--- src/rtl/dsa_pkg.sv ---
`timescale 1ns / 1ps
`default_nettype none
// ----------------------------------------------------------------------------
// dsa_pkg
// Shared types, codes and helpers for the descriptor slot allocator.
// ----------------------------------------------------------------------------
package dsa_pkg;

   // Bitmap word geometry
   localparam int WORD_BITS  = 32;
   localparam int WORD_BIT_W = 5;

   // Defaults
   localparam int DEFAULT_NUM_SLOTS = 256;
   localparam logic [15:0] STRIDE_RESET = 16'd32;

   // Register port geometry
   localparam int CSR_ADDR_W = 5;
   localparam int CSR_DATA_W = 64;

   // Register indexes
   localparam logic [1:0] REG_CPU_BASE    = 2'd0;
   localparam logic [1:0] REG_GPU_BASE    = 2'd1;
   localparam logic [1:0] REG_SLOT_STRIDE = 2'd2;

   // Commands
   localparam logic CMD_ALLOC = 1'b0;
   localparam logic CMD_FREE  = 1'b1;

   // Result status codes
   localparam logic [1:0] STATUS_OK    = 2'd0;
   localparam logic [1:0] STATUS_FULL  = 2'd1;
   localparam logic [1:0] STATUS_RANGE = 2'd2;

   // Sequencer states
   typedef enum logic [1:0] {
      ST_IDLE,
      ST_FREE_WR,
      ST_ALLOC_WR,
      ST_SCAN
   } seq_state_type;

   // Live configuration
   typedef struct packed {
      logic [63:0] cpu_base;
      logic [63:0] gpu_base;
      logic [15:0] stride;
   } cfg_type;

   // Bitmap memory access: read and write enables
   typedef struct packed {
      logic rd;
      logic wr;
   } mem_op_type;

   // Position of the lowest set bit of a bitmap word
   function automatic logic [WORD_BIT_W-1:0] lowest_set(input logic [WORD_BITS-1:0] w);
      logic [WORD_BIT_W-1:0] pos;
      pos = '0;
      for (int i = WORD_BITS - 1; i >= 0; i--) begin
         if (w[i]) begin
            pos = WORD_BIT_W'(i);
         end
      end
      return pos;
   endfunction

endpackage
`default_nettype wire

--- src/rtl/descriptor_slot_allocator.sv ---
`timescale 1ns / 1ps
`default_nettype none
// ----------------------------------------------------------------------------
// descriptor_slot_allocator
// Bitmap slot allocator handing out descriptor slots with CPU and GPU handles.
//
//   channel   ports                               handshake
//   --------  ----------------------------------  ------------------------------
//   request   req_command, req_slot_index         start high while busy low
//   result    rsp_status, rsp_granted_slot,       rsp_strobe, one cycle, no stall
//             rsp_cpu_handle, rsp_gpu_handle
//   config    psel, penable, pwrite, paddr,       APB write on access beat,
//             pwdata, prdata, pready              pready tied high
//
// Error results and full-heap allocates are answered from idle; busy stays low.
// A free is a read and a write-back of its bitmap word.
// An allocate reads and writes back the granted word, then scans up to NUM_WORDS
// words (NUM_SLOTS/32, rounded up) for the lowest free slot through the single
// bitmap memory port; its result comes before the scan. After reset, busy stays
// high while the bitmap is swept word by word to all free; register writes are
// taken throughout. Each result is registered from the step that sets it; the receiver cannot stall.
// ----------------------------------------------------------------------------
module descriptor_slot_allocator #(
   parameter int NUM_SLOTS = dsa_pkg::DEFAULT_NUM_SLOTS
) (
   input  wire logic                           clock,
   input  wire logic                           reset,
   input  wire logic                           start,
   output logic                                busy,
   input  wire logic                           req_command,
   input  wire logic [7:0]                     req_slot_index,
   output logic                                rsp_strobe,
   output logic      [1:0]                     rsp_status,
   output logic      [7:0]                     rsp_granted_slot,
   output logic      [63:0]                    rsp_cpu_handle,
   output logic      [63:0]                    rsp_gpu_handle,
   input  wire logic                           psel,
   input  wire logic                           penable,
   input  wire logic                           pwrite,
   input  wire logic [dsa_pkg::CSR_ADDR_W-1:0] paddr,
   input  wire logic [dsa_pkg::CSR_DATA_W-1:0] pwdata,
   output logic      [dsa_pkg::CSR_DATA_W-1:0] prdata,
   output logic                                pready
);
   import dsa_pkg::*;

   localparam int NUM_WORDS  = (NUM_SLOTS + WORD_BITS - 1) / WORD_BITS;
   localparam int WORD_IDX_W = (NUM_WORDS > 1) ? $clog2(NUM_WORDS) : 1;

   cfg_type               cfg;
   mem_op_type            mem_op;
   logic [WORD_IDX_W-1:0] mem_addr;
   logic [WORD_BITS-1:0]  mem_wr_data;
   logic [WORD_BITS-1:0]  mem_rd_data;
   logic                  clr_busy;

   // Register file
   dsa_csr u_csr (
      .clock   (clock),
      .reset   (reset),
      .psel    (psel),
      .penable (penable),
      .pwrite  (pwrite),
      .paddr   (paddr),
      .pwdata  (pwdata),
      .prdata  (prdata),
      .pready  (pready),
      .cfg     (cfg)
   );

   // Free bitmap memory
   dsa_bitmap #(
      .NUM_SLOTS  (NUM_SLOTS),
      .NUM_WORDS  (NUM_WORDS),
      .WORD_IDX_W (WORD_IDX_W)
   ) u_bitmap (
      .clock    (clock),
      .reset    (reset),
      .op       (mem_op),
      .addr     (mem_addr),
      .wr_data  (mem_wr_data),
      .rd_data  (mem_rd_data),
      .clr_busy (clr_busy)
   );

   // Command sequencer
   dsa_seq #(
      .NUM_SLOTS  (NUM_SLOTS),
      .NUM_WORDS  (NUM_WORDS),
      .WORD_IDX_W (WORD_IDX_W)
   ) u_seq (
      .clock            (clock),
      .reset            (reset),
      .start            (start),
      .busy             (busy),
      .req_command      (req_command),
      .req_slot_index   (req_slot_index),
      .cfg              (cfg),
      .clr_busy         (clr_busy),
      .mem_op           (mem_op),
      .mem_addr         (mem_addr),
      .mem_wr_data      (mem_wr_data),
      .mem_rd_data      (mem_rd_data),
      .rsp_strobe       (rsp_strobe),
      .rsp_status       (rsp_status),
      .rsp_granted_slot (rsp_granted_slot),
      .rsp_cpu_handle   (rsp_cpu_handle),
      .rsp_gpu_handle   (rsp_gpu_handle)
   );

endmodule
`default_nettype wire

--- src/rtl/dsa_csr.sv ---
`timescale 1ns / 1ps
`default_nettype none
// ----------------------------------------------------------------------------
// dsa_csr
// Register file behind the APB-style port: heap bases and slot stride.
// ----------------------------------------------------------------------------
module dsa_csr (
   input  wire logic                           clock,
   input  wire logic                           reset,
   input  wire logic                           psel,
   input  wire logic                           penable,
   input  wire logic                           pwrite,
   input  wire logic [dsa_pkg::CSR_ADDR_W-1:0] paddr,
   input  wire logic [dsa_pkg::CSR_DATA_W-1:0] pwdata,
   output logic      [dsa_pkg::CSR_DATA_W-1:0] prdata,
   output logic                                pready,
   output dsa_pkg::cfg_type                    cfg
);
   import dsa_pkg::*;

   logic [63:0] cpu_base_ff;
   logic [63:0] gpu_base_ff;
   logic [15:0] stride_ff;
   logic        wr_beat;
   logic [1:0]  reg_idx;

   assign pready  = 1'b1;
   assign wr_beat = psel && penable && pwrite;
   assign reg_idx = paddr[4:3];

   // Write on the access beat
   always_ff @(posedge clock) begin
      if (reset) begin
         cpu_base_ff <= '0;
         gpu_base_ff <= '0;
         stride_ff   <= STRIDE_RESET;
      end else if (wr_beat) begin
         unique case (reg_idx)
            REG_CPU_BASE:    cpu_base_ff <= pwdata;
            REG_GPU_BASE:    gpu_base_ff <= pwdata;
            REG_SLOT_STRIDE: stride_ff   <= pwdata[15:0];
            default: ;
         endcase
      end
   end

   // Read back
   always_comb begin
      unique case (reg_idx)
         REG_CPU_BASE:    prdata = cpu_base_ff;
         REG_GPU_BASE:    prdata = gpu_base_ff;
         REG_SLOT_STRIDE: prdata = CSR_DATA_W'(stride_ff);
         default:         prdata = '0;
      endcase
   end

   assign cfg = '{cpu_base: cpu_base_ff, gpu_base: gpu_base_ff, stride: stride_ff};

endmodule
`default_nettype wire

--- src/rtl/dsa_bitmap.sv ---
`timescale 1ns / 1ps
`default_nettype none
// ----------------------------------------------------------------------------
// dsa_bitmap
// Free bitmap in a single-port synchronous memory, 32 slots per word,
// with a clearing pass after reset that marks every slot free.
// ----------------------------------------------------------------------------
module dsa_bitmap #(
   parameter int NUM_SLOTS = dsa_pkg::DEFAULT_NUM_SLOTS,
   parameter int NUM_WORDS = (NUM_SLOTS + dsa_pkg::WORD_BITS - 1) / dsa_pkg::WORD_BITS,
   parameter int WORD_IDX_W = (NUM_WORDS > 1) ? $clog2(NUM_WORDS) : 1
) (
   input  wire logic                           clock,
   input  wire logic                           reset,
   input  wire dsa_pkg::mem_op_type            op,
   input  wire logic [WORD_IDX_W-1:0]          addr,
   input  wire logic [dsa_pkg::WORD_BITS-1:0]  wr_data,
   output logic      [dsa_pkg::WORD_BITS-1:0]  rd_data,
   output logic                                clr_busy
);
   import dsa_pkg::*;

   localparam logic [WORD_IDX_W-1:0] LAST_WORD = WORD_IDX_W'(NUM_WORDS - 1);

   logic [WORD_BITS-1:0]  mem [NUM_WORDS];
   logic [WORD_BITS-1:0]  rd_data_ff;
   logic                  clr_busy_ff;
   logic [WORD_IDX_W-1:0] clr_cnt_ff;
   logic [WORD_BITS-1:0]  init_word;
   logic [31:0]           word_base;

   // Free pattern of one word: only slots below the heap size exist
   always_comb begin
      word_base = 32'({clr_cnt_ff, {WORD_BIT_W{1'b0}}});
      for (int b = 0; b < WORD_BITS; b++) begin
         init_word[b] = (word_base + 32'(b)) < 32'(NUM_SLOTS);
      end
   end

   // Sweep one word per cycle after reset
   always_ff @(posedge clock) begin
      if (reset) begin
         clr_busy_ff <= 1'b1;
         clr_cnt_ff  <= '0;
      end else if (clr_busy_ff) begin
         clr_cnt_ff <= clr_cnt_ff + 1'b1;
         if (clr_cnt_ff == LAST_WORD) begin
            clr_busy_ff <= 1'b0;
         end
      end
   end

   // Memory write and registered read
   always_ff @(posedge clock) begin
      if (clr_busy_ff) begin
         mem[clr_cnt_ff] <= init_word;
      end else if (op.wr) begin
         mem[addr] <= wr_data;
      end
      if (op.rd) begin
         rd_data_ff <= mem[addr];
      end
   end

   assign rd_data  = rd_data_ff;
   assign clr_busy = clr_busy_ff;

endmodule
`default_nettype wire

--- src/rtl/dsa_seq.sv ---
`timescale 1ns / 1ps
`default_nettype none
// ----------------------------------------------------------------------------
// dsa_seq
// Command sequencer: read-modify-write of bitmap words, handle arithmetic,
// lowest-free scan after each grant, and the result register.
// ----------------------------------------------------------------------------
module dsa_seq #(
   parameter int NUM_SLOTS = dsa_pkg::DEFAULT_NUM_SLOTS,
   parameter int NUM_WORDS = (NUM_SLOTS + dsa_pkg::WORD_BITS - 1) / dsa_pkg::WORD_BITS,
   parameter int WORD_IDX_W = (NUM_WORDS > 1) ? $clog2(NUM_WORDS) : 1
) (
   input  wire logic                          clock,
   input  wire logic                          reset,
   input  wire logic                          start,
   output logic                               busy,
   input  wire logic                          req_command,
   input  wire logic [7:0]                    req_slot_index,
   input  wire dsa_pkg::cfg_type              cfg,
   input  wire logic                          clr_busy,
   output dsa_pkg::mem_op_type                mem_op,
   output logic      [WORD_IDX_W-1:0]         mem_addr,
   output logic      [dsa_pkg::WORD_BITS-1:0] mem_wr_data,
   input  wire logic [dsa_pkg::WORD_BITS-1:0] mem_rd_data,
   output logic                               rsp_strobe,
   output logic      [1:0]                    rsp_status,
   output logic      [7:0]                    rsp_granted_slot,
   output logic      [63:0]                   rsp_cpu_handle,
   output logic      [63:0]                   rsp_gpu_handle
);
   import dsa_pkg::*;

   localparam int ADDR_W = WORD_IDX_W + WORD_BIT_W;
   localparam int CNT_W  = WORD_IDX_W + 1;
   localparam logic [WORD_IDX_W-1:0] LAST_WORD  = WORD_IDX_W'(NUM_WORDS - 1);
   localparam logic [CNT_W-1:0]      WORD_COUNT = CNT_W'(NUM_WORDS);

   seq_state_type         state_ff, state_in;
   logic [ADDR_W-1:0]     pend_ff, pend_in;
   logic                  pend_vld_ff, pend_vld_in;
   logic [ADDR_W-1:0]     idx_ff, idx_in;
   logic [31:0]           prod_ff, prod_in;
   logic [CNT_W-1:0]      issue_ff, issue_in;
   logic                  chk_vld_ff, chk_vld_in;
   logic [WORD_IDX_W-1:0] chk_idx_ff, chk_idx_in;
   logic                  strobe_ff, strobe_in;
   logic [1:0]            status_ff, status_in;
   logic [7:0]            slot_ff, slot_in;
   logic [63:0]           cpu_ff, cpu_in;
   logic [63:0]           gpu_ff, gpu_in;
   logic                  idx_in_range;
   logic [ADDR_W-1:0]     req_idx;
   logic [WORD_BITS-1:0]  pend_bit;
   logic [WORD_BITS-1:0]  idx_bit;

   assign idx_in_range = 32'(req_slot_index) < 32'(NUM_SLOTS);
   assign req_idx      = ADDR_W'(req_slot_index);
   assign pend_bit     = WORD_BITS'(1) << pend_ff[WORD_BIT_W-1:0];
   assign idx_bit      = WORD_BITS'(1) << idx_ff[WORD_BIT_W-1:0];

   // State and payload registers
   always_ff @(posedge clock) begin
      if (reset) begin
         state_ff    <= ST_IDLE;
         pend_ff     <= '0;
         pend_vld_ff <= 1'b1;
         chk_vld_ff  <= 1'b0;
         strobe_ff   <= 1'b0;
      end else begin
         state_ff    <= state_in;
         pend_ff     <= pend_in;
         pend_vld_ff <= pend_vld_in;
         chk_vld_ff  <= chk_vld_in;
         strobe_ff   <= strobe_in;
      end
   end

   always_ff @(posedge clock) begin
      idx_ff     <= idx_in;
      prod_ff    <= prod_in;
      issue_ff   <= issue_in;
      chk_idx_ff <= chk_idx_in;
      status_ff  <= status_in;
      slot_ff    <= slot_in;
      cpu_ff     <= cpu_in;
      gpu_ff     <= gpu_in;
   end

   // Next state, memory access and result beat
   always_comb begin
      state_in    = state_ff;
      pend_in     = pend_ff;
      pend_vld_in = pend_vld_ff;
      idx_in      = idx_ff;
      prod_in     = prod_ff;
      issue_in    = issue_ff;
      chk_vld_in  = 1'b0;
      chk_idx_in  = chk_idx_ff;
      strobe_in   = 1'b0;
      status_in   = status_ff;
      slot_in     = slot_ff;
      cpu_in      = cpu_ff;
      gpu_in      = gpu_ff;
      mem_op      = '0;
      mem_addr    = pend_ff[ADDR_W-1:WORD_BIT_W];
      mem_wr_data = mem_rd_data;
      busy        = 1'b1;

      unique case (state_ff)
         ST_IDLE: begin
            busy = clr_busy;
            if (start && !clr_busy) begin
               // Preload a zero result for the error and free cases
               status_in = STATUS_OK;
               slot_in   = '0;
               cpu_in    = '0;
               gpu_in    = '0;
               if (req_command == CMD_ALLOC) begin
                  if (!pend_vld_ff) begin
                     status_in = STATUS_FULL;
                     strobe_in = 1'b1;
                  end else begin
                     mem_op.rd = 1'b1;
                     mem_addr  = pend_ff[ADDR_W-1:WORD_BIT_W];
                     prod_in   = 32'(cfg.stride) * 32'(pend_ff);
                     state_in  = ST_ALLOC_WR;
                  end
               end else if (!idx_in_range) begin
                  status_in = STATUS_RANGE;
                  strobe_in = 1'b1;
               end else begin
                  mem_op.rd = 1'b1;
                  mem_addr  = req_idx[ADDR_W-1:WORD_BIT_W];
                  idx_in    = req_idx;
                  state_in  = ST_FREE_WR;
               end
            end
         end

         ST_FREE_WR: begin
            // Set the slot's bit; fill an empty pending slot
            mem_op.wr   = 1'b1;
            mem_addr    = idx_ff[ADDR_W-1:WORD_BIT_W];
            mem_wr_data = mem_rd_data | idx_bit;
            if (!pend_vld_ff) begin
               pend_in     = idx_ff;
               pend_vld_in = 1'b1;
            end
            strobe_in = 1'b1;
            state_in  = ST_IDLE;
         end

         ST_ALLOC_WR: begin
            // Clear the granted bit and emit its handles
            mem_op.wr   = 1'b1;
            mem_addr    = pend_ff[ADDR_W-1:WORD_BIT_W];
            mem_wr_data = mem_rd_data & ~pend_bit;
            slot_in     = 8'(pend_ff);
            cpu_in      = cfg.cpu_base + 64'(prod_ff);
            gpu_in      = cfg.gpu_base + 64'(prod_ff);
            strobe_in   = 1'b1;
            pend_vld_in = 1'b0;
            issue_in    = '0;
            state_in    = ST_SCAN;
         end

         ST_SCAN: begin
            // Check the word read last cycle, issue the next one
            if (chk_vld_ff && mem_rd_data != '0) begin
               pend_in     = {chk_idx_ff, lowest_set(mem_rd_data)};
               pend_vld_in = 1'b1;
               state_in    = ST_IDLE;
            end else if (chk_vld_ff && chk_idx_ff == LAST_WORD) begin
               state_in = ST_IDLE;
            end else if (issue_ff < WORD_COUNT) begin
               mem_op.rd  = 1'b1;
               mem_addr   = issue_ff[WORD_IDX_W-1:0];
               chk_vld_in = 1'b1;
               chk_idx_in = issue_ff[WORD_IDX_W-1:0];
               issue_in   = issue_ff + 1'b1;
            end
         end

         default: begin
            state_in = ST_IDLE;
         end
      endcase
   end

   assign rsp_strobe       = strobe_ff;
   assign rsp_status       = status_ff;
   assign rsp_granted_slot = slot_ff;
   assign rsp_cpu_handle   = cpu_ff;
   assign rsp_gpu_handle   = gpu_ff;

endmodule
`default_nettype wire
--- config.mk ---
export PLATFORM = sky130hd
export DESIGN_NAME = descriptor_slot_allocator
export DESIGN_NICKNAME = d
export VERILOG_FILES = /design/src/rtl/dsa_pkg.sv /design/src/rtl/descriptor_slot_allocator.sv /design/src/rtl/dsa_csr.sv /design/src/rtl/dsa_bitmap.sv /design/src/rtl/dsa_seq.sv
export SDC_FILE = /design/constraint.sdc
export NUM_CORES = 1
export LEC_CHECK = 0
export BUFFER_PORTS_ARGS = -buffer_cell sky130_fd_sc_hd__buf_2
export CAP_MARGIN = 25
export CORE_UTILIZATION = 25
export CTS_CLUSTER_SIZE = 28
export DETAILED_ROUTE_END_ITERATION = 10
export PLACE_DENSITY = 0.45
export SETUP_SLACK_MARGIN = 0.4
export SYNTH_ARGS = -nofsm -noshare
export SYNTH_HDL_FRONTEND = slang
export SYNTH_SLANG_ARGS = --single-unit
--- constraint.sdc ---
create_clock -name clock -period 7.1 [get_ports clock]
set_input_delay 0.71 -clock clock [delete_from_list [all_inputs] [get_ports clock]]
set_output_delay 0.71 -clock clock [all_outputs]
set_load 0.05 [all_outputs]
==> results.md <==
- Setup Total Neg Slack: 0 ns
- Synth Area in Adders: 8.82%
- Sink Count: 625
- # setup viols final: 0
- Post-CTS setup buffers: 0
- CTS H-tree depth: 3
- Vias/cell: 4.72
- Switch Pwr: 3170 uW
- Worst path depth: 16
- Tmin final: 5.54 ns
- Normalized max-slew margin: a little under a third
- Core ar.: 133000 um^2
- Syn nets: 3419
- Worst hold stages: 1
- Main combinational cell family by area after synthesis: simple AND/OR/NAND/NOR gates
- Peak VDD IR: 392 uV
- Kind of critical path: register to register
- Mux contribution to synthesized area: roughly a tenth
- Total CTS buffers: 74
- Vias in the first global route: approximately 24000
- Top_reg_cell synth: edfxtp_1
- Post-Syn Instances: 3150
- Max-cap viol count: 0
- WL per Instance: 20.3 um
- Layout area overhead: 17.9%
- Synth Area in XOR/XNOR: 1.93%
- Hold Crit Class: primary input to register
- Critical path's top delay family: adder cells
- CP Capture Type: register
- YS warnings: 0
- IO Pins: 289
- Chip height: 368 um
- Die ar.: 136000 um^2
- CP max stage cell: dfxtp_1
- Layout net count: 3646
- I/O Buffers: 283
- FF+latch count, synth: 625
- Crit path launch type: register
- WL final: 106000 um
- Detail Route Antenna Nets: 0
- Worst Path Required: 7.49 ns
- CTS Hold Buffers Added: 0
- Most frequent CP cell: fa_1
- Fill cell count: 13800
- Drt initial violations: around 1600
- WP buf/inv: 2
- Seq/Total Area, Yosys: 51.1%
- Worst-path fanout max: 22
- # resized after CTS: 0
- Slew @ Worst Pin: 1.05 ns
- Post-route clock period utilization: between 70% and 80%
- DIE WIDTH: 368 um
- Bufs on Longest Clock Path: 3
- Post-synthesis cell type count: 75
- Max Fclk: 180 MHz
- First-pass GRT wire length: 158000 um
- TritonRoute pass-1 iters: 5
- Clock skew: around 0.037 ns
- Cell-internal power: around 7100 uW
- Power Total: roughly 10000 uW
- Worst Path Arrival: 5.93 ns
- Post-synth EDFFs: 464
- CTS tree: yes
- Initial Util: 25.2%
- Cell count after placement: between 5000 and 6000
- Antenna violations before repair: 6
- Drt drc: 0
- Crit-path cells: and2_1 > fa_1 > ha_1 > inv_1 > fa_1 > fa_1 > inv_1 > ha_1 > o21ai_0 > o21ai_0 > nand3_1 > a311oi_1 > nor3_1 > o41ai_1 > a21oi_1 > xnor2_1
- Pwr/cell area: ~260 nW/um^2
- Clock Tree Root: clkbuf_16
- Largest net degree at the start of global routing: 117
- Reg power frac: 40.3%
- Rows: 134
- Dpl cell area: between 30000 and 40000 um^2
- P_leak: 0.0139 uW
- Design area: 39600 um^2
- Post-DP HPWL: 73800 um
- Layout cells sized above 1: 15.0%
- Clock transition at path regs: 0.06 ns
- Max-slew violation count: 0
- Final hold vios: 0
- Syn Area/Cell: around 11 um^2
- GPL Wtd Cong: between 0.8 and 0.9
- Clk pwr share: 39.0%
- RSZ-0062 raised after global routing: no
- Logic pwr share: 20.7%
- Via count: 24600
- GRT overflow: 0
- Complex-gate fraction of the synthesized area: 9.94%
- Final cell count without fillers: 5210
- Tot GR Track Use: 15.3%
- Clock latency on the worst-skew pair: 0.67 ns
- Post-synthesis simple-gate area fraction: 14.9%
- Post-Syn Area: 33600 um^2
- Outcome: finished clean
- FF-to-FF path depth: 16
- Fraction of registers with async set/reset: 0%
- Sw frac: 30.7%
- Crit path largest cell delay: around 0.9 ns
==> logic make-up after synthesis <==
kind of cell,Yosys count
and+or+nand+nor,1083
DFF,625
AOI/OAI and AO/OA,555
muxes,314
buffers and inverters,312
adders and majority gates,185
xor gates and xnor gates,74
other,2
==> stage by stage <==
step                      util [%]  setup slack (ns)  hold WS [ns]
after floorplan                  -              2.17         0.453
after global placement        27.7              1.63         0.464
after detailed placement      27.7              1.65         0.468
after CTS                     29.7              1.57         0.194
after global routing          29.7              1.07         0.222
final                         29.7              1.56         0.241
==> power groups by stage <==
stage / sequential [uW] / combinational, uW / clock [uW]
finish: 4160 / 2140 / 4030
global route: 4170 / 2280 / 4260
CTS: 4160 / 2180 / 4130
detailed placement: 4240 / 2180 / 0
global placement: 4240 / 2160 / 0
floorplan: 4450 / 1370 / 0
==> area by class of cell <==
class                      instances  area, um^2  share of cell area [%]
multi-input combinational       2213       15300                    38.7
antenna                            3        7.51                  0.0190
sequential                       625       17200                    43.3
clock inverter                    44         552                    1.39
inverter                         133         500                    1.26
timing repair buffer             330        1810                    4.58
tap                             1768        2210                    5.59
clock buffer                      94        2030                    5.13
==> per-layer routing <==
| layer | GRT usage (%) | vias up | wire (um) |
|---|---|---|---|
| li1 | - | 11700 | - |
| met1 | 19.8 | 12200 | 47800 |
| met2 | 25.4 | 583 | 50100 |
| met3 | 2.54 | 168 | 5170 |
| met4 | 5.27 | 6 | 2970 |
| met5 | 0 | - | 40 |
==> state kept, by name (all words and copies together), names as in the netlist <==
register / count
u_seq.issue_ff: 4
u_seq.rsp_strobe: 1
u_seq.rsp_status: 1
u_csr.gpu_base_ff: 64
u_seq.prod_ff: 24
u_bitmap.clr_busy: 1
u_seq.chk_idx_ff: 3
u_bitmap.clr_cnt_ff: 3
u_csr.stride_ff: 16
u_seq.state_ff: 2
u_bitmap.rd_data: 32
u_seq.idx_ff: 8
u_seq.rsp_granted_slot: 8
u_seq.pend_ff: 8
u_seq.rsp_cpu_handle: 64
u_csr.cpu_base_ff: 64
u_seq.pend_vld_ff: 1
u_seq.rsp_gpu_handle: 64
u_bitmap.mem: 256
u_seq.chk_vld_ff: 1
==> synth_stat cells, types with 35 or more instances <==
cell type  count  area, um^2
a21oi_1      228        1140
dfxtp_1      161        3220
clkbuf_1     128         480
fa_1          86        1720
xnor2_1       43         377
nor3_1        40         200
inv_1        131         492
nor2_1       212         796
ha_1          99        1240
nand2b_1      36         225
o21ai_0      116         581
nand3_1       88         440
edfxtp_1     464       13900
mux2_2        35         394
and2_1        77         482
mux2i_1      279        2790
o211ai_1      51         383
nand2_1      471        1770
==> path summary, 6_finish.rpt <==
check	from	endpoint	slack, ns
worst max-delay path	u_seq.pend_ff[3]$_SDFFE_PP0P_	u_seq.prod_ff[22]$_DFFE_PP_	1.56
worst min-delay path	req_slot_index[7]	u_seq.idx_ff[7]$_DFFE_PP_	0.24
worst max register to register	u_seq.pend_ff[3]$_SDFFE_PP0P_	u_seq.prod_ff[22]$_DFFE_PP_	1.56
worst min register to register	u_csr.gpu_base_ff[3]$_SDFFE_PP0P_	u_csr.gpu_base_ff[3]$_SDFFE_PP0P_	0.47
==> cell usage in the layout (no fill, tap or decap), types with 22 or more instances in the layout <==
master	count
nand4_1	22
buf_2	280
nor2_1	204
and2_1	77
or3_1	32
mux2_2	35
fa_1	86
clkbuf_16	77
and3_1	26
nor3_1	39
o211ai_1	51
xnor2_1	43
a21o_1	28
o21ai_0	116
buf_4	47
nand3_1	88
inv_1	131
nand2_1	470
ha_1	98
mux2i_1	279
edfxtp_1	464
nand2b_1	36
a21oi_1	227
xor2_1	31
dfxtp_1	161
Note: power is estimated with default switching activity, not from simulation.
